File: src/hdl/bdpc_pkg.sv
`timescale 1ns / 1ps
// ----------------------------------------------------------------------------
// bdpc_pkg
// Shared types and constants for the button debounce / press classifier.
// ----------------------------------------------------------------------------
package bdpc_pkg;

  localparam int CFG_IDX_W = 2;
  localparam int CFG_DATA_W = 16;
  localparam int ID_W = 3;
  localparam int STAMP_W = 32;
  localparam int MS_W = 16;

  // Register indexes on the configuration port
  localparam logic [CFG_IDX_W-1:0] REG_ENABLE = 2'd0;
  localparam logic [CFG_IDX_W-1:0] REG_DEBOUNCE = 2'd1;
  localparam logic [CFG_IDX_W-1:0] REG_LONG_PRESS = 2'd2;

  // Input item kinds
  localparam logic KIND_EDGE = 1'b0;
  localparam logic KIND_DONE = 1'b1;

  // Reset values of the registers
  localparam logic ENABLE_RST = 1'b1;
  localparam logic [MS_W-1:0] DEBOUNCE_RST = 16'd20;
  localparam logic [MS_W-1:0] LONG_PRESS_RST = 16'd2000;

  typedef struct packed {
    logic            enable;
    logic [MS_W-1:0] debounce_ms;
    logic [MS_W-1:0] long_press_ms;
  } cfg_t;

  typedef struct packed {
    logic [ID_W-1:0]    pressed_button;
    logic               long_press;
    logic [STAMP_W-1:0] hold_ms;
  } event_t;

endpackage

File: src/hdl/button_debounce_press_classifier.sv
`timescale 1ns / 1ps
// ----------------------------------------------------------------------------
// button_debounce_press_classifier
// Debounces timestamped button edges and reports each completed press with
// its hold time and a long-press flag.
// ----------------------------------------------------------------------------
// Usage:
//   in_*  : one transaction per button edge (kind=0) or per "done" ack
//           (kind=1) from whoever consumed the last press event. Taken when
//           in_valid is high and in_stall is low.
//   out_* : one transaction per recognized release (button, hold, long flag).
//           Taken when out_valid is high and out_stall is low.
//   cfg_* : register writes (0 enable, 1 debounce_ms, 2 long_press_ms);
//           cfg_ready is always high. Write only while the block is idle.
// Flow: an accepted item is held in the input register and qualified out of
//   it when the output register can take a result; its result then enters
//   the output register, while an item that makes no result just retires.
// Throughput: one item per cycle while out_stall does not hold the output
//   register, bounded by the single stage between input and result register.
// Reset (rst_n low, synchronous): all buttons idle, stamps zero, nothing
//   pending, registers back to enable=1, debounce 20 ms, long press 2000 ms.
// Stall: while out_stall holds a result in the output register, the item in
//   the input register waits (in_stall high), even one that makes no result;
//   an empty input register still takes one more transaction.
// ----------------------------------------------------------------------------
module button_debounce_press_classifier #(
  parameter int NUM_BUTTONS = 5,
  parameter int TIME_BITS = 32
) (
  input  logic                            clk,
  input  logic                            rst_n,
  // input channel
  input  logic                            in_valid,
  output logic                            in_stall,
  input  logic                            in_kind,
  input  logic [bdpc_pkg::ID_W-1:0]       in_button_id,
  input  logic [bdpc_pkg::STAMP_W-1:0]    in_timestamp_ms,
  // result channel
  output logic                            out_valid,
  input  logic                            out_stall,
  output logic [bdpc_pkg::ID_W-1:0]       out_pressed_button,
  output logic                            out_long_press,
  output logic [bdpc_pkg::STAMP_W-1:0]    out_hold_ms,
  // configuration channel
  input  logic                            cfg_valid,
  output logic                            cfg_ready,
  input  logic [bdpc_pkg::CFG_IDX_W-1:0]  cfg_index,
  input  logic [bdpc_pkg::CFG_DATA_W-1:0] cfg_wdata
);

  bdpc_pkg::cfg_t cfg;

  // Input register
  logic                         s1_valid_r, s1_valid_nxt;
  logic                         s1_kind_r;
  logic [bdpc_pkg::ID_W-1:0]    s1_id_r;
  logic [bdpc_pkg::STAMP_W-1:0] s1_ts_r;

  // Output register
  logic               out_valid_r, out_valid_nxt;
  bdpc_pkg::event_t   out_ev_r;

  logic             advance;   // stage 2 may retire the held item
  logic             step;
  logic             in_take;
  logic             ev_valid;
  bdpc_pkg::event_t ev;

  assign cfg_ready = 1'b1;

  bdpc_cfg u_cfg (
    .clk      (clk),
    .rst_n    (rst_n),
    .wr_en    (cfg_valid && cfg_ready),
    .wr_index (cfg_index),
    .wr_data  (cfg_wdata),
    .cfg      (cfg)
  );

  // Output slot is free, or is being emptied this cycle
  assign advance  = !out_valid_r || !out_stall;
  assign step     = s1_valid_r && advance;
  assign in_stall = s1_valid_r && !advance;
  assign in_take  = in_valid && !in_stall;

  bdpc_core #(
    .NUM_BUTTONS (NUM_BUTTONS),
    .TIME_BITS   (TIME_BITS)
  ) u_core (
    .clk          (clk),
    .rst_n        (rst_n),
    .step         (step),
    .kind         (s1_kind_r),
    .button_id    (s1_id_r),
    .timestamp_ms (s1_ts_r),
    .cfg          (cfg),
    .ev_valid     (ev_valid),
    .ev           (ev)
  );

  always_comb begin
    s1_valid_nxt = in_take || (s1_valid_r && !step);
    out_valid_nxt = out_valid_r;
    if (step && ev_valid) begin
      out_valid_nxt = 1'b1;
    end else if (out_valid_r && !out_stall) begin
      out_valid_nxt = 1'b0;
    end
  end

  always_ff @(posedge clk) begin
    if (!rst_n) begin
      s1_valid_r  <= 1'b0;
      out_valid_r <= 1'b0;
    end else begin
      s1_valid_r  <= s1_valid_nxt;
      out_valid_r <= out_valid_nxt;
    end
  end

  always_ff @(posedge clk) begin
    if (in_take) begin
      s1_kind_r <= in_kind;
      s1_id_r   <= in_button_id;
      s1_ts_r   <= in_timestamp_ms;
    end
    if (step && ev_valid) begin
      out_ev_r <= ev;
    end
  end

  assign out_valid          = out_valid_r;
  assign out_pressed_button = out_ev_r.pressed_button;
  assign out_long_press     = out_ev_r.long_press;
  assign out_hold_ms        = out_ev_r.hold_ms;

endmodule

File: src/hdl/bdpc_cfg.sv
`timescale 1ns / 1ps
// ----------------------------------------------------------------------------
// bdpc_cfg
// Configuration register file: enable, debounce time, long-press limit.
// ----------------------------------------------------------------------------
module bdpc_cfg (
  input  logic                             clk,
  input  logic                             rst_n,
  input  logic                             wr_en,
  input  logic [bdpc_pkg::CFG_IDX_W-1:0]   wr_index,
  input  logic [bdpc_pkg::CFG_DATA_W-1:0]  wr_data,
  output bdpc_pkg::cfg_t                   cfg
);

  bdpc_pkg::cfg_t cfg_r;
  bdpc_pkg::cfg_t cfg_nxt;

  always_comb begin
    cfg_nxt = cfg_r;
    if (wr_en) begin
      case (wr_index)
        bdpc_pkg::REG_ENABLE:     cfg_nxt.enable = wr_data[0];
        bdpc_pkg::REG_DEBOUNCE:   cfg_nxt.debounce_ms = wr_data;
        bdpc_pkg::REG_LONG_PRESS: cfg_nxt.long_press_ms = wr_data;
        default:                  cfg_nxt = cfg_r;  // unmapped index
      endcase
    end
  end

  always_ff @(posedge clk) begin
    if (!rst_n) begin
      cfg_r.enable <= bdpc_pkg::ENABLE_RST;
      cfg_r.debounce_ms <= bdpc_pkg::DEBOUNCE_RST;
      cfg_r.long_press_ms <= bdpc_pkg::LONG_PRESS_RST;
    end else begin
      cfg_r <= cfg_nxt;
    end
  end

  assign cfg = cfg_r;

endmodule

File: src/hdl/bdpc_core.sv
`timescale 1ns / 1ps
// ----------------------------------------------------------------------------
// bdpc_core
// Per-button press/release state and stamps; qualifies one item per step.
// ----------------------------------------------------------------------------
module bdpc_core #(
  parameter int NUM_BUTTONS = 5,
  parameter int TIME_BITS = 32
) (
  input  logic                            clk,
  input  logic                            rst_n,
  input  logic                            step,
  input  logic                            kind,
  input  logic [bdpc_pkg::ID_W-1:0]       button_id,
  input  logic [bdpc_pkg::STAMP_W-1:0]    timestamp_ms,
  input  bdpc_pkg::cfg_t                  cfg,
  output logic                            ev_valid,
  output bdpc_pkg::event_t                ev
);

  localparam int IDX_W = (NUM_BUTTONS > 1) ? $clog2(NUM_BUTTONS) : 1;

  logic [NUM_BUTTONS-1:0] held_r, held_nxt;
  logic [TIME_BITS-1:0]   press_stamp_r [NUM_BUTTONS];
  logic [TIME_BITS-1:0]   release_stamp_r [NUM_BUTTONS];
  logic                   pending_r, pending_nxt;

  logic [31:0]                          id_ext;
  logic [IDX_W-1:0]                     idx;
  logic                                 id_ok;
  logic [TIME_BITS+bdpc_pkg::STAMP_W-1:0] now_ext;
  logic [TIME_BITS-1:0]                 now;
  logic [TIME_BITS+bdpc_pkg::MS_W-1:0]  deb_ext, lp_ext;
  logic [TIME_BITS-1:0]                 deb, lp;
  logic [TIME_BITS-1:0]                 since_rel, hold;
  logic [TIME_BITS+bdpc_pkg::STAMP_W-1:0] hold_ext;
  logic                                 edge_ok;
  logic                                 do_press, do_release;

  always_comb begin
    id_ext  = {{(32-bdpc_pkg::ID_W){1'b0}}, button_id};
    idx     = id_ext[IDX_W-1:0];
    id_ok   = (id_ext < NUM_BUTTONS);
    now_ext = {{TIME_BITS{1'b0}}, timestamp_ms};
    now     = now_ext[TIME_BITS-1:0];
    deb_ext = {{TIME_BITS{1'b0}}, cfg.debounce_ms};
    deb     = deb_ext[TIME_BITS-1:0];
    lp_ext  = {{TIME_BITS{1'b0}}, cfg.long_press_ms};
    lp      = lp_ext[TIME_BITS-1:0];

    since_rel = '0;
    hold      = '0;
    if (id_ok) begin
      since_rel = now - release_stamp_r[idx];
      hold      = now - press_stamp_r[idx];
    end
    hold_ext = {{bdpc_pkg::STAMP_W{1'b0}}, hold};

    edge_ok    = step && (kind == bdpc_pkg::KIND_EDGE) && !pending_r && cfg.enable && id_ok;
    do_press   = edge_ok && !held_r[idx] && (since_rel > deb);
    do_release = edge_ok && held_r[idx] && (hold > deb);

    held_nxt    = held_r;
    pending_nxt = pending_r;
    if (step && (kind == bdpc_pkg::KIND_DONE)) begin
      pending_nxt = 1'b0;
    end
    if (do_press) begin
      held_nxt[idx] = 1'b1;
    end
    if (do_release) begin
      held_nxt    = '0;   // release returns every button to idle
      pending_nxt = 1'b1;
    end

    ev_valid          = do_release;
    ev.pressed_button = button_id;
    ev.long_press     = (hold >= lp);
    ev.hold_ms        = hold_ext[bdpc_pkg::STAMP_W-1:0];
  end

  always_ff @(posedge clk) begin
    if (!rst_n) begin
      held_r    <= '0;
      pending_r <= 1'b0;
      for (int i = 0; i < NUM_BUTTONS; i++) begin
        press_stamp_r[i]   <= '0;
        release_stamp_r[i] <= '0;
      end
    end else begin
      held_r    <= held_nxt;
      pending_r <= pending_nxt;
      if (do_press) begin
        press_stamp_r[idx] <= now;
      end
      if (do_release) begin
        release_stamp_r[idx] <= now;
      end
    end
  end

endmodule
File: config.mk
export PLATFORM = sky130hd
export DESIGN_NAME = button_debounce_press_classifier
export DESIGN_NICKNAME = d
export VERILOG_FILES = /design/src/hdl/bdpc_pkg.sv /design/src/hdl/button_debounce_press_classifier.sv /design/src/hdl/bdpc_cfg.sv /design/src/hdl/bdpc_core.sv
export SDC_FILE = /design/constraint.sdc
export NUM_CORES = 1
export LEC_CHECK = 0
export BUFFER_PORTS_ARGS = -buffer_cell sky130_fd_sc_hd__buf_2
export CORE_MARGIN = 5
export CORE_UTILIZATION = 50
export DETAILED_ROUTE_END_ITERATION = 8
export GPL_TIMING_DRIVEN = 0
export HOLD_SLACK_MARGIN = 0.12
export PLACE_DENSITY = 0.76
export SYNTH_ARGS = -nofsm -noshare
export SYNTH_HDL_FRONTEND = slang
export SYNTH_SLANG_ARGS = --single-unit
File: constraint.sdc
create_clock -name clk -period 11.4 [get_ports clk]
set_input_delay 0.57 -clock clk [delete_from_list [all_inputs] [get_ports clk]]
set_output_delay 0.57 -clock clk [all_outputs]
set_load 0.005 [all_outputs]
* After elaboration in Yosys (flattened, before gate mapping)
Memory sizes are Yosys's and may differ from the RTL's. A register that Yosys moved wholly into a read port is not among the register bits.
Index checks and enable logic that the tools add are counted.
** Storage, ports and cells
- Register bits after elaboration :: 113
- Latch bits :: 0
- Bits in writable memories :: 320
- Bits in read-only memories :: 0
- Bits of input ports :: 59
- Logic and storage cells :: 87
- Memories :: 2
** Operators by class
- Add/sub/neg operators :: 2
- Multiply operators :: 0
- Div/mod/pow operators :: 0
- Magnitude comparators :: 6
- Eq/ne operators :: 2
- Shift-type cells :: 0
- Mux-type cells :: 25
- Bitwise gates (word level) :: 3
- Reductions and logical operators :: 34
** Memory list
- u_core.press_stamp_r :: words 5, width 32, read ports 1, clocked after Yosys merged registers in 1, wr ports 5, line bdpc_core.sv:24 : logic [TIME_BITS-1:0] press_stamp_r [NUM_BUTTONS];
- u_core.release_stamp_r :: words 5, width 32, read ports 1, clocked after Yosys merged registers in 1, wr ports 5, line bdpc_core.sv:25 : logic [TIME_BITS-1:0] release_stamp_r [NUM_BUTTONS];
** Operators with widths (number)
- two-way mux 32 bit :: 4
- greater-than comparator 32 x 16 -> 1 bit :: 2
- OR reduction 32 bit :: 2
- subtractor 32 bit :: 2
- >= comparator 32 x 16 -> 1 bit :: 1
- logical AND 1 bit :: 16
- two-way mux 1 bit :: 15
- two-way mux 3 bit :: 4
- logical NOT 1 bit :: 7
- AND reduction 2 bit :: 3
- bitwise OR 5 bit :: 1
- < comparator 3 x 4 -> 1 bit (second input constant) :: 1
- nonzero test 2 bit :: 2
- binary-select mux 1 bit (select 3 bit) :: 1
- demux 1 bit (select 3 bit) :: 1
- >= comparator 3 x 1 -> 1 bit (second input constant) :: 1
- < comparator 3 bit (second input constant) :: 1
- equality test 2 x 1 -> 1 bit (second input constant) :: 1
- equality test 2 bit (second input constant) :: 1
- logical NOT 2 bit :: 1
- logical OR 1 bit :: 2
- NOT 1 bit :: 2
- OR reduction 2 bit :: 1

* Logic depth before layout (Yosys ltp)
Gate-level depths: netlist of the first run.
- Word-level depth :: 14
- Gate-level depth with buffers :: 26

* Modules after synthesis
A second synthesis of the first run with hierarchy kept.
** Second synthesis, totals
- Cells, all modules :: 2351
- Area, all modules :: 29261.8 sq um
** By module, submodules not included
- bdpc_core :: instances 1, cells an instance 2130, area each 25607.1 sq um, seq. area each 15494.9 sq um
- button_debounce_press_classifier :: instances 1, cells an instance 84, area each 2264.7 sq um, seq. area each 2202.1 sq um
- bdpc_cfg :: instances 1, cells an instance 137, area each 1390.1 sq um, seq. area each 660.6 sq um

* Worst setup path after synthesis of the first run
Ideal clock, no wire load.
- Kind :: register to register
- From :: reg with a tool-made name
- To :: mem u_core.release_stamp_r[4][0], enable pin
- Library setup time :: 0.478 ns
- Arrival :: 6.329 ns
- Slack :: 4.593 ns
- Stages on the path, launching flop included :: 26
- Clock period less this slack :: 6.807 ns
- Cells stage by stage :: dfxtp_1 buf_2 buf_1 buf_1 mux4_2 mux2i_1 ha_1 a21oi_1 nand2_1 o21ai_1 o21ai_0 a21o_1 a21oi_1 xor2_1 nor2_1 ha_1 nor2b_1 o21ai_0 nand2b_1 a221oi_1 a31oi_1 or4b_1 buf_2 o2111ai_4 buf_6 nand2_1
** RTL lines (line)
- to (decl) :: bdpc_core.sv:25

==> results.sh, run 1 <==
export IMPL_run_status="finished clean"
export IMPL_cts_root_buf="sky130_fd_sc_hd__clkbuf_16"
export IMPL_cts_path_max_buffers=3
export IMPL_utilization=0.5834
export IMPL_setup_total_negative_slack_ns=0
export IMPL_setup_worst_path_start_class="flip-flop"
export IMPL_fin_skew_ns=0.02577
export IMPL_setup_violations_final=0
export IMPL_synth_cells=2226
export IMPL_report_power_total_mw=5.673
export IMPL_globalRoute_busiestLayer="met2"
export IMPL_clkSinkCount=628
export IMPL_synth_area_um2=29970
export IMPL_worst_endpoint_required_ns=11.77
export IMPL_post_synth_edffs=584
export IMPL_share_of_post_route_cells_with_drive_strength_above_1=0.1417
export IMPL_drt_wl_total_um=80720
export IMPL_crit_type="reg -> reg"
export IMPL_worst_path_max_delay_cell="sky130_fd_sc_hd__buf_1"
export IMPL_synthTopCellsByArea="sky130_fd_sc_hd__edfxtp_1 (59%), sky130_fd_sc_hd__mux4_2 (9.7%), sky130_fd_sc_hd__nor2_1 (5.3%)"
export IMPL_drt_initial_drc_count=2406
export IMPL_synth_top_cell_area_share=0.5852
export IMPL_fill_cells=4574
export IMPL_gr_usage_all_layers=0.2478
export IMPL_pwr_density_cell_nw_per_um2=164.1
export IMPL_grtUsageMet1=0.3423
export IMPL_fin_crit_sh=0.8607
export IMPL_clock_latency_ns=0.65
export IMPL_num_io_pins=98
export IMPL_io_buffer_count=95
export IMPL_critPathBufInv=5
export IMPL_cpLargestDelayFamily="buffers and inverters"
export IMPL_yosys_warnings=0
export IMPL_critPathArrivalTime_ns=10.18
export IMPL_ffs_w_async_s_r_synth=0
export IMPL_synthToLayoutAreaGrowth_pct=15.34
export IMPL_worstPathCellList="buf_2, buf_1, buf_1, mux4_2, mux2i_1, ha_1, nand2_1, o211a_1, nor3_1, nor2_1, xor2_1, nor2_1, ha_1, a2111oi_0, o21ai_0, a221oi_1, a22oi_1, nor4_1, nand4_1, nand3_1, clkbuf_1, nand2_2, buf_12"
export IMPL_diodes=0
export IMPL_route_antenna_remaining_nets=0
export IMPL_vias_per_cell=5.875
export IMPL_cp_slowest_stage_delay_ns=0.84
export IMPL_yosys_area_top_type="sky130_fd_sc_hd__edfxtp_1"
export IMPL_worst_pin_slew_ns=1.334
export IMPL_critical_path_max_fanout=19
export IMPL_largest_net_degree_at_the_start_of_global_routing=42
export IMPL_wire_length_of_the_first_global_routing_pass_um=121100
export IMPL_final_max_slew_viol_count=0
export IMPL_ys_seq_elements=628
export IMPL_fin_nets=2792
export IMPL_portion_of_the_post_synthesis_area_used_by_sequential_elements=0.6146
export IMPL_timing_max_slew_rel_slack=0.1015
export IMPL_ys_types=77
export IMPL_hold_path_startpoint="in_valid"
export IMPL_core_region_area_um2=59240
export IMPL_unrepaired_setup_endpoints_after_global_routing="false"
export IMPL_htree_num_levels=2
export IMPL_route_vias_total=20217
export IMPL_worst_hold_slack_ns=0.1814
export IMPL_place_gp_congestion=0.9677
export IMPL_tritoncts_clock_tree="done"
export IMPL_clk_transition_reported_paths_ns=0.06
export IMPL_timing_hold_worst_class="in -> reg"
export IMPL_cts_made_buffers=60
export IMPL_die_area_um2=64930
export IMPL_clock_fmax_ghz=0.1019
export IMPL_grt_overflow=0
export IMPL_first_global_vias=20280
export IMPL_detail_route_wl_per_cell_um=23.46
export IMPL_max_cap_violations=0
export IMPL_end_kind="flip-flop"
export IMPL_antenna_violations_before_repair=0
export IMPL_std_cell_rows=89
export IMPL_grtUsageMet2=0.4119
export IMPL_groute_layer_met3_usage=0.03973
export IMPL_hold_viol_final=0
export IMPL_vdd_drop_max_v=0.0001002
export IMPL_initial_utilization=0.5058
export IMPL_top_reg_cell_synth="sky130_fd_sc_hd__edfxtp_1"
export IMPL_place_detailed_hpwl_um=59150
export IMPL_syn_avg_cell_area_um2=13.46
export IMPL_shortest_period_the_worst_path_allows_ns=9.812
export IMPL_die_y_um=254.8
export IMPL_power_static_leakage_nw=12.74
export IMPL_die_width_um=254.8
export IMPL_drc=0
export IMPL_postCtsResizedCells=0
export IMPL_length_of_the_first_detailed_routing_pass_in_iterations=6
## synth_stat cells (5+ instances only)
cell / number
sky130_fd_sc_hd__o21ai_1: 5
sky130_fd_sc_hd__buf_2: 11
sky130_fd_sc_hd__nand4_1: 31
sky130_fd_sc_hd__o21a_1: 24
sky130_fd_sc_hd__a211oi_1: 5
sky130_fd_sc_hd__o21bai_1: 6
sky130_fd_sc_hd__a21o_1: 19
sky130_fd_sc_hd__a31oi_1: 9
sky130_fd_sc_hd__inv_1: 52
sky130_fd_sc_hd__mux2i_1: 66
sky130_fd_sc_hd__nand2b_1: 18
sky130_fd_sc_hd__and3_1: 12
sky130_fd_sc_hd__o21ai_0: 50
sky130_fd_sc_hd__mux4_2: 129
sky130_fd_sc_hd__and4_1: 6
sky130_fd_sc_hd__nor2_1: 421
sky130_fd_sc_hd__nand3_1: 28
sky130_fd_sc_hd__nand2_1: 171
sky130_fd_sc_hd__a211oi_2: 5
sky130_fd_sc_hd__clkbuf_1: 61
sky130_fd_sc_hd__nor2b_1: 10
sky130_fd_sc_hd__mux2_2: 5
sky130_fd_sc_hd__o211ai_1: 21
sky130_fd_sc_hd__buf_1: 25
sky130_fd_sc_hd__nor3_1: 27
sky130_fd_sc_hd__dfxtp_1: 44
sky130_fd_sc_hd__ha_1: 114
sky130_fd_sc_hd__xor2_1: 27
sky130_fd_sc_hd__edfxtp_1: 584
sky130_fd_sc_hd__xnor2_1: 20
sky130_fd_sc_hd__buf_4: 13
sky130_fd_sc_hd__a221oi_1: 5
sky130_fd_sc_hd__a21oi_1: 109
## path summary, 6_finish.rpt
| kind | cells after the start | to | slack (ns) |
|---|---|---|---|
| worst min register to register | 2 | u_cfg.cfg[19] | 0.46 |
| worst max register to register | 23 | u_core.press_stamp_r[4][6] | 1.59 |
| worst max-delay path | 23 | u_core.press_stamp_r[4][6] | 1.59 |
| worst min-delay path | 2 | s1_valid_r | 0.18 |
## placed cells by master (no fill, tap or decap), types with 50 or more instances in the layout
cell,netlist,final
sky130_fd_sc_hd__clkbuf_1,61,79
sky130_fd_sc_hd__nand2_1,171,161
sky130_fd_sc_hd__mux2i_1,66,66
sky130_fd_sc_hd__o21ai_0,50,50
sky130_fd_sc_hd__nor2_1,421,421
sky130_fd_sc_hd__edfxtp_1,584,584
sky130_fd_sc_hd__a21oi_1,109,109
sky130_fd_sc_hd__conb_1,2,193
sky130_fd_sc_hd__inv_1,52,51
sky130_fd_sc_hd__mux4_2,129,129
sky130_fd_sc_hd__buf_2,11,106
sky130_fd_sc_hd__ha_1,114,114
sky130_fd_sc_hd__clkbuf_16,0,62
## worst register-to-register path, stage by stage, from the launching register on
cell and delay (ns):
sky130_fd_sc_hd__dfxtp_1 0.31, sky130_fd_sc_hd__buf_2 0.42, sky130_fd_sc_hd__buf_1 0.76, sky130_fd_sc_hd__buf_1 0.84
sky130_fd_sc_hd__mux4_2 0.60, sky130_fd_sc_hd__mux2i_1 0.38, sky130_fd_sc_hd__ha_1 0.32, sky130_fd_sc_hd__nand2_1 0.12
sky130_fd_sc_hd__o211a_1 0.24, sky130_fd_sc_hd__nor3_1 0.50, sky130_fd_sc_hd__nor2_1 0.19, sky130_fd_sc_hd__xor2_1 0.23
sky130_fd_sc_hd__nor2_1 0.07, sky130_fd_sc_hd__ha_1 0.31, sky130_fd_sc_hd__a2111oi_0 0.40, sky130_fd_sc_hd__o21ai_0 0.20
sky130_fd_sc_hd__a221oi_1 0.33, sky130_fd_sc_hd__a22oi_1 0.23, sky130_fd_sc_hd__nor4_1 0.38, sky130_fd_sc_hd__nand4_1 0.31
sky130_fd_sc_hd__nand3_1 0.71, sky130_fd_sc_hd__clkbuf_1 0.67, sky130_fd_sc_hd__nand2_2 0.62, sky130_fd_sc_hd__buf_12 0.37
## registers in the layout, indices dropped and copies added, names as in the netlist, named ones only
| signal | cells |
|---|---|
| u_core.press_stamp_r | 256 |
| out_pressed_button | 3 |
| s1_kind_r | 1 |
| out_long_press | 1 |
| s1_ts_r | 32 |
| u_cfg.cfg | 33 |
| u_core.pending_r | 1 |
| u_core.held_r | 5 |
| out_valid | 1 |
| s1_id_r | 3 |
| out_hold_ms | 32 |
| u_core.release_stamp_r | 256 |
| s1_valid_r | 1 |
## final cells by class
type                    count  area (µm²)  area share
clock inverters            31       260.3    0.007530
clock buffers              82        1647     0.04764
multi-input cells        1623       11590      0.3353
flip-flops and latches    628       18420      0.5329
plain buffers             113       509.2     0.01473
repair buffers            138       975.9     0.02824
well taps                 773       967.2     0.02798
inverters                  53       198.9    0.005756
## cells by family (layout without fill, tap and decap cells)
kind of cell | Yosys count | after routing | share of synthesized area
AO/OA/AOI/OAI | 311 | 311 | 0.07006
XOR/XNOR | 47 | 47 | 0.01374
adder cells (fa/ha/maj) | 116 | 116 | 0.04894
buffers and inverters | 166 | 417 | 0.02363
flip-flops | 628 | 628 | 0.6146
multiplexers | 200 | 200 | 0.1209
other | 2 | 193 | 0.0002506
AND/OR/NAND/NOR | 756 | 756 | 0.1079
## report_power, final
group / internal (mW) / switching (mW) / total, mW
clock network: 1.08 / 0.858 / 1.94
registers: 2.62 / 0.0480 / 2.67
logic: 0.400 / 0.660 / 1.06
## metrics by stage
stage	cells	setup slack, ns	cell area (µm²)
after floorplan	2417	4.593	30680
after global placement	3285	0.7980	32130
after detailed placement	3292	1.586	32290
after CTS	3441	1.562	34560
after global routing	3441	1.151	34560
final	3441	1.588	34560
## layer usage
layer | vias to the layer above | wire, µm | share of wire
met5 | - | 0 | 0
met4 | 0 | 2423 | 0.030
met3 | 140 | 7451 | 0.092
met2 | 1051 | 39010 | 0.48
met1 | 10037 | 31840 | 0.39
li1 | 8989 | - | -
## timing repair
action,4_1_cts,5_1_grt
endpoints found under the hold margin,36,0
hold buffers,36,0
setup buffers,0,0
(Power assumes the default switching activity.)
==> run 2: changes to the inputs <==
REMOVE_ABC_BUFFERS = 1   (was unset)
==> run 2 against run 1 <==
Net effect: the flow now finishes with violations (capacitance limit, slew limit); flip-flop and latch count unchanged; total power up 3.0%; sequential power about the same; wire length down 6.1%; combinational power about the same; largest cell class unchanged.
==> results.sh, run 2 (synthesized netlist as in run 1, its figures left out) <==
export IMPL_num_io_pins=98
export IMPL_clock_latency_ns=0.61
export IMPL_die_width_um=254.8
export IMPL_place_detailed_hpwl_um=53180
export IMPL_tritoncts_clock_tree="done"
export IMPL_fin_crit_sh=0.7654
export IMPL_max_cap_violations=1
export IMPL_post_place_ws_ns=2.816
export IMPL_fin_skew_ns=0.02388
export IMPL_run_status="finished with violations"
export IMPL_timing_max_slew_rel_slack=-0.01416
export IMPL_initial_utilization=0.5058
export IMPL_clk_transition_reported_paths_ns=0.06
export IMPL_std_cell_rows=89
export IMPL_power_static_leakage_nw=12.87
export IMPL_drc=0
export IMPL_grt_overflow=0
export IMPL_report_power_total_mw=5.841
export IMPL_pwr_density_cell_nw_per_um2=168.2
export IMPL_share_of_post_route_cells_with_drive_strength_above_1=0.1507
export IMPL_worst_endpoint_required_ns=11.73
export IMPL_clkSinkCount=628
export IMPL_pwr_share_comb=0.178
export IMPL_unrepaired_setup_endpoints_after_global_routing="false"
export IMPL_length_of_the_first_detailed_routing_pass_in_iterations=5
export IMPL_cts_path_max_buffers=3
export IMPL_drt_wl_total_um=75820
export IMPL_end_kind="flip-flop"
export IMPL_largest_net_degree_at_the_start_of_global_routing=58
export IMPL_detail_route_wl_per_cell_um=22.65
export IMPL_switching_share=0.2665
export IMPL_postCtsResizedCells=0
export IMPL_io_buffer_count=96
export IMPL_die_area_um2=64930
export IMPL_placed_cells=3200
export IMPL_layout_cells_most_common="sky130_fd_sc_hd__edfxtp_1"
export IMPL_finalNonFillerCells=3348
export IMPL_layout_common_cells="sky130_fd_sc_hd__edfxtp_1 (584), sky130_fd_sc_hd__nor2_1 (421), sky130_fd_sc_hd__conb_1 (193), sky130_fd_sc_hd__nand2_1 (161), sky130_fd_sc_hd__mux4_2 (129)"
export IMPL_clock_fmax_ghz=0.1146
export IMPL_violations_in_the_final_reports="capacitance limit, slew limit"
export IMPL_cell_internal_power_mw=4.284
export IMPL_vdd_drop_max_v=0.00008884
export IMPL_cts_root_buf="sky130_fd_sc_hd__clkbuf_16"
export IMPL_power_share_clock=0.363
export IMPL_route_antenna_remaining_nets=0
export IMPL_crit_type="reg -> reg"
export IMPL_first_global_vias=19835
export IMPL_place_gp_congestion=0.9337
export IMPL_worst_hold_slack_ns=0.1555
export IMPL_drt_initial_drc_count=2183
export IMPL_switching_power_mw=1.557
export IMPL_die_y_um=254.8
export IMPL_cts_made_buffers=66
export IMPL_vias_per_cell=5.907
export IMPL_minimum_setup_slack_in_the_final_design_ns=2.674
export IMPL_core_region_area_um2=59240
export IMPL_setup_worst_path_start_class="flip-flop"
export IMPL_timing_hold_worst_class="in -> reg"
export IMPL_critical_path_max_fanout=40
export IMPL_synthToLayoutAreaGrowth_pct=15.86
export IMPL_route_vias_total=19775
export IMPL_postCtsSetupRepairBufs=0
export IMPL_wire_length_of_the_first_global_routing_pass_um=114800
export IMPL_share_seq_of_total_power=0.459
export IMPL_final_max_slew_viol_count=54
export IMPL_worst_pin_slew_ns=1.521
export IMPL_htree_num_levels=3
export IMPL_fin_nets=2697
export IMPL_gr_usage_all_layers=0.2323
export IMPL_hold_viol_final=0
export IMPL_antenna_violations_before_repair=1
export IMPL_critPathArrivalTime_ns=9.06
export IMPL_setup_violations_final=0
export IMPL_shortest_period_the_worst_path_allows_ns=8.726
-- run 2: power by group through the flow --
stage | Sequential (mW) | Clock [mW] | Combinational (mW)
after floorplan | 2.73 | 0 | 0.709
after global placement | 2.76 | 0 | 0.983
after detailed placement | 2.73 | 0 | 1.01
after CTS | 2.68 | 2.16 | 1.03
after global routing | 2.69 | 2.25 | 1.14
final | 2.68 | 2.12 | 1.04
-- run 2: repair_timing --
action,4_1_cts,5_1_grt
endpoints found under the hold margin,25,0
endpoints found under the setup margin,0,0
hold buffers,25,0
-- run 2: through the flow --
| step | util | instance area, µm² | setup TNS [ns] |
|---|---|---|---|
| global placement | 0.5338 | 31620 | -2776.11 |
| global route | 0.5860 | 34720 | 0 |
| detailed placement | 0.5448 | 32270 | 0 |
| CTS | 0.5850 | 34660 | 0 |
| finish | 0.5861 | 34720 | 0 |
| floorplan | - | 30170 | -12.61 |
-- run 2: path summary, 6_finish.rpt --
path         cells past startpoint                       endpoint           startpoint  slack, ns
min reg2reg                      2                   u_cfg.cfg[5]         u_cfg.cfg[5]       0.46
min                              1                    s1_ts_r[21]  in_timestamp_ms[21]       0.16
max                             22  u_core.release_stamp_r[1][24]            flip-flop       2.67
max reg2reg                     22  u_core.release_stamp_r[1][24]            flip-flop       2.67
-- run 2: layer usage --
metal | vias to the layer above | GRT usage | share of wire
met3 | 158 | 0.04827 | 0.088
li1 | 8809 | - | -
met1 | 9829 | 0.3198 | 0.40
met4 | 0 | 0.07844 | 0.029
met5 | - | 0 | 0
met2 | 979 | 0.3751 | 0.48
-- run 2: area by class of cell --
cell class	count	area, µm²
fill	4510	24520
multi-input combinational	1623	11600
antenna	1	2.502
timing repair buffer	150	1386
clock buffer	86	1843
clock inverter	34	291.5
tap	773	967.2
sequential	628	18430
inverter	53	198.9
-- run 2: worst max-delay path, cell delays in order (launching register included) --
cell and delay, ns:
sky130_fd_sc_hd__dfxtp_4 0.70, sky130_fd_sc_hd__buf_16 0.34, sky130_fd_sc_hd__mux4_2 0.57, sky130_fd_sc_hd__mux2i_1 0.27
sky130_fd_sc_hd__ha_1 0.33, sky130_fd_sc_hd__a21oi_1 0.24, sky130_fd_sc_hd__nand2_1 0.08, sky130_fd_sc_hd__o21ai_1 0.49
sky130_fd_sc_hd__o21ai_0 0.31, sky130_fd_sc_hd__a21o_1 0.24, sky130_fd_sc_hd__a21oi_1 0.19, sky130_fd_sc_hd__xor2_1 0.08
sky130_fd_sc_hd__nor2_1 0.33, sky130_fd_sc_hd__ha_1 0.32, sky130_fd_sc_hd__nor2b_1 0.13, sky130_fd_sc_hd__o21ai_0 0.14
sky130_fd_sc_hd__nand2b_1 0.07, sky130_fd_sc_hd__a221oi_1 0.28, sky130_fd_sc_hd__a31oi_1 0.10, sky130_fd_sc_hd__or4b_1 0.76
sky130_fd_sc_hd__o211ai_4 1.20, sky130_fd_sc_hd__nand2_2 0.74, sky130_fd_sc_hd__buf_16 0.41
==> run 3: changes to the inputs <==
clock period = 8.6 ns   (was 11.4 ns; I/O delays follow)
==> run 3 against run 2 <==
Net effect: the flow still finishes with violations (capacitance limit, slew limit); global-route usage grew 0.12 points; flip-flop and latch count is the same; die area is the same; sequential share of layout area shrank 0.59 points; combinational power grew 34%; first-iteration DRC count grew 3.3%; largest cell class unchanged.
==> results.sh, run 3 (synthesized netlist as in run 1, its figures left out) <==
export IMPL_run_status="finished with violations"
export IMPL_violations_in_the_final_reports="capacitance limit, slew limit"
export IMPL_htree_num_levels=3
export IMPL_critPathArrivalTime_ns=8.55
export IMPL_fill_cells=4454
export IMPL_drc=0
export IMPL_clock_fmax_ghz=0.1217
export IMPL_sequential_cell_area_um2=18430
export IMPL_pwr_density_cell_nw_per_um2=221.2
export IMPL_timing_max_slew_rel_slack=-0.1261
export IMPL_drt_initial_drc_count=2254
export IMPL_clk_transition_reported_paths_ns=0.06
export IMPL_gr_usage_all_layers=0.2336
export IMPL_antenna_violations_before_repair=1
export IMPL_unrepaired_setup_endpoints_after_global_routing="false"
export IMPL_critical_path_max_fanout=40
export IMPL_std_cell_rows=89
export IMPL_clkSinkCount=628
export IMPL_route_vias_total=20003
export IMPL_vdd_drop_max_v=0.0001182
export IMPL_tritoncts_clock_tree="done"
export IMPL_clock_latency_ns=0.62
export IMPL_num_io_pins=98
export IMPL_wire_length_of_the_first_global_routing_pass_um=115400
export IMPL_crit_type="reg -> reg"
export IMPL_shortest_period_the_worst_path_allows_ns=8.215
export IMPL_final_max_slew_viol_count=34
export IMPL_die_width_um=254.8
export IMPL_setup_violations_final=0
export IMPL_fin_crit_sh=0.9553
export IMPL_io_buffer_count=96
export IMPL_core_region_area_um2=59240
export IMPL_worst_pin_slew_ns=1.684
export IMPL_diodes=0
export IMPL_vias_per_cell=5.911
export IMPL_grtUsageMet1=0.3200
export IMPL_drt_wl_total_um=78140
export IMPL_synthToLayoutAreaGrowth_pct=17.16
export IMPL_hold_viol_final=0
export IMPL_worst_endpoint_required_ns=8.94
export IMPL_end_kind="flip-flop"
export IMPL_first_global_vias=19997
export IMPL_detail_route_wl_per_cell_um=23.09
export IMPL_layout_cells_most_common="sky130_fd_sc_hd__edfxtp_1"
export IMPL_route_antenna_remaining_nets=0
export IMPL_placed_cells=3200
export IMPL_utilization=0.5926
export IMPL_minimum_setup_slack_in_the_final_design_ns=0.3847
export IMPL_share_of_post_route_cells_with_drive_strength_above_1=0.1520
export IMPL_power_static_leakage_nw=13.05
export IMPL_grt_overflow=0
export IMPL_length_of_the_first_detailed_routing_pass_in_iterations=5
export IMPL_post_place_ws_ns=0.01644
export IMPL_finalNonFillerCells=3384
export IMPL_fin_skew_ns=0.02549
export IMPL_place_detailed_hpwl_um=53180
export IMPL_place_gp_congestion=0.9337
export IMPL_setup_worst_path_start_class="flip-flop"
export IMPL_multi_input_comb_area_um2=11630
export IMPL_cts_path_max_buffers=3
export IMPL_layout_common_cells="sky130_fd_sc_hd__edfxtp_1 (584), sky130_fd_sc_hd__nor2_1 (421), sky130_fd_sc_hd__conb_1 (193), sky130_fd_sc_hd__nand2_1 (161), sky130_fd_sc_hd__mux4_2 (129)"
export IMPL_die_y_um=254.8
export IMPL_grtUsageMet2=0.3790
export IMPL_globalRoute_busiestLayer="met2"
export IMPL_timing_hold_worst_class="in -> reg"
export IMPL_die_area_um2=64930
export IMPL_largest_net_degree_at_the_start_of_global_routing=58
export IMPL_initial_utilization=0.5058
export IMPL_max_cap_violations=2
export IMPL_fin_nets=2734
export IMPL_cts_made_buffers=66
export IMPL_cts_root_buf="sky130_fd_sc_hd__clkbuf_16"
export IMPL_groute_layer_met3_usage=0.04735
## run 3: changes by cell type in the layout (fill, tap and decap cells not counted), sizes merged
cell / previous run / this run
buf: 125 / 132
diode: 1 / 0
dlygate4sd3: 25 / 53
o211ai: 25 / 27
## run 3: final cells by class
class / count / share of cell area
flip-flops and latches: 628 / 0.5249
inverters: 53 / 0.005667
clock inverters: 34 / 0.008304
repair buffers: 185 / 0.04975
clock buffers: 86 / 0.05250
well taps: 773 / 0.02755
multi-input cells: 1625 / 0.3313
## run 3: repair_timing
| action | CTS | global route |
|---|---|---|
| endpoints found under the setup margin | 29 | 66 |
| endpoints found under the hold margin | 73 | 0 |
| pin swaps | 2 | 3 |
| gates cloned | 0 | 2 |
| setup buffers | 0 | 7 |
| hold buffers | 53 | 0 |
| resized for setup | 1 | 0 |
## run 3: final timing paths
kind         slack (ns)  cells past startpoint    startpoint                             to
max                0.38                     22     flip-flop  u_core.release_stamp_r[0][28]
min                0.22                      4  cfg_index[0]                  u_cfg.cfg[32]
max reg2reg        0.38                     22     flip-flop  u_core.release_stamp_r[0][28]
min reg2reg        0.46                      2  u_cfg.cfg[5]                   u_cfg.cfg[5]
## run 3: through the flow
stage | cell area (µm²) | power (mW) | setup TNS (ns) | hold slack (ns)
floorplan | 30170 | 4.556 | -1583.76 | 0.4314
finish | 35110 | 7.765 | 0 | 0.2188
global placement | 31620 | 4.962 | -4762.54 | 0.4442
CTS | 34940 | 7.786 | 0 | 0.1881
detailed placement | 32270 | 4.961 | 0 | 0.4487
global route | 35110 | 8.070 | 0 | 0.2407
## run 3: critical path: stages (launching register included)
cell and delay (ns):
sky130_fd_sc_hd__dfxtp_4 0.70, sky130_fd_sc_hd__buf_16 0.34, sky130_fd_sc_hd__mux4_2 0.57, sky130_fd_sc_hd__mux2i_1 0.27
sky130_fd_sc_hd__ha_1 0.33, sky130_fd_sc_hd__a21oi_1 0.24, sky130_fd_sc_hd__nand2_1 0.08, sky130_fd_sc_hd__o21ai_1 0.49
sky130_fd_sc_hd__o21ai_0 0.31, sky130_fd_sc_hd__a21o_1 0.24, sky130_fd_sc_hd__a21oi_1 0.18, sky130_fd_sc_hd__xor2_1 0.08
sky130_fd_sc_hd__nor2_1 0.33, sky130_fd_sc_hd__ha_1 0.32, sky130_fd_sc_hd__nor2b_1 0.13, sky130_fd_sc_hd__o21ai_0 0.15
sky130_fd_sc_hd__nand2b_1 0.08, sky130_fd_sc_hd__a221oi_1 0.28, sky130_fd_sc_hd__a31oi_1 0.11, sky130_fd_sc_hd__or4b_1 0.85
sky130_fd_sc_hd__o211ai_4 0.85, sky130_fd_sc_hd__nand2_2 0.55, sky130_fd_sc_hd__buf_12 0.34
## run 3: routing by layer
layer / routed length, µm / part of all wire
met5: 13 / 0.00017
met4: 2460 / 0.031
met3: 7151 / 0.092
met2: 37510 / 0.48
met1: 31000 / 0.40
## run 3: power breakdown
part           switching [mW]  internal [mW]  leakage [nW]
sequential             0.0741           3.48          6.22
combinational           0.847          0.546          5.79
clock                    1.16           1.66          1.05
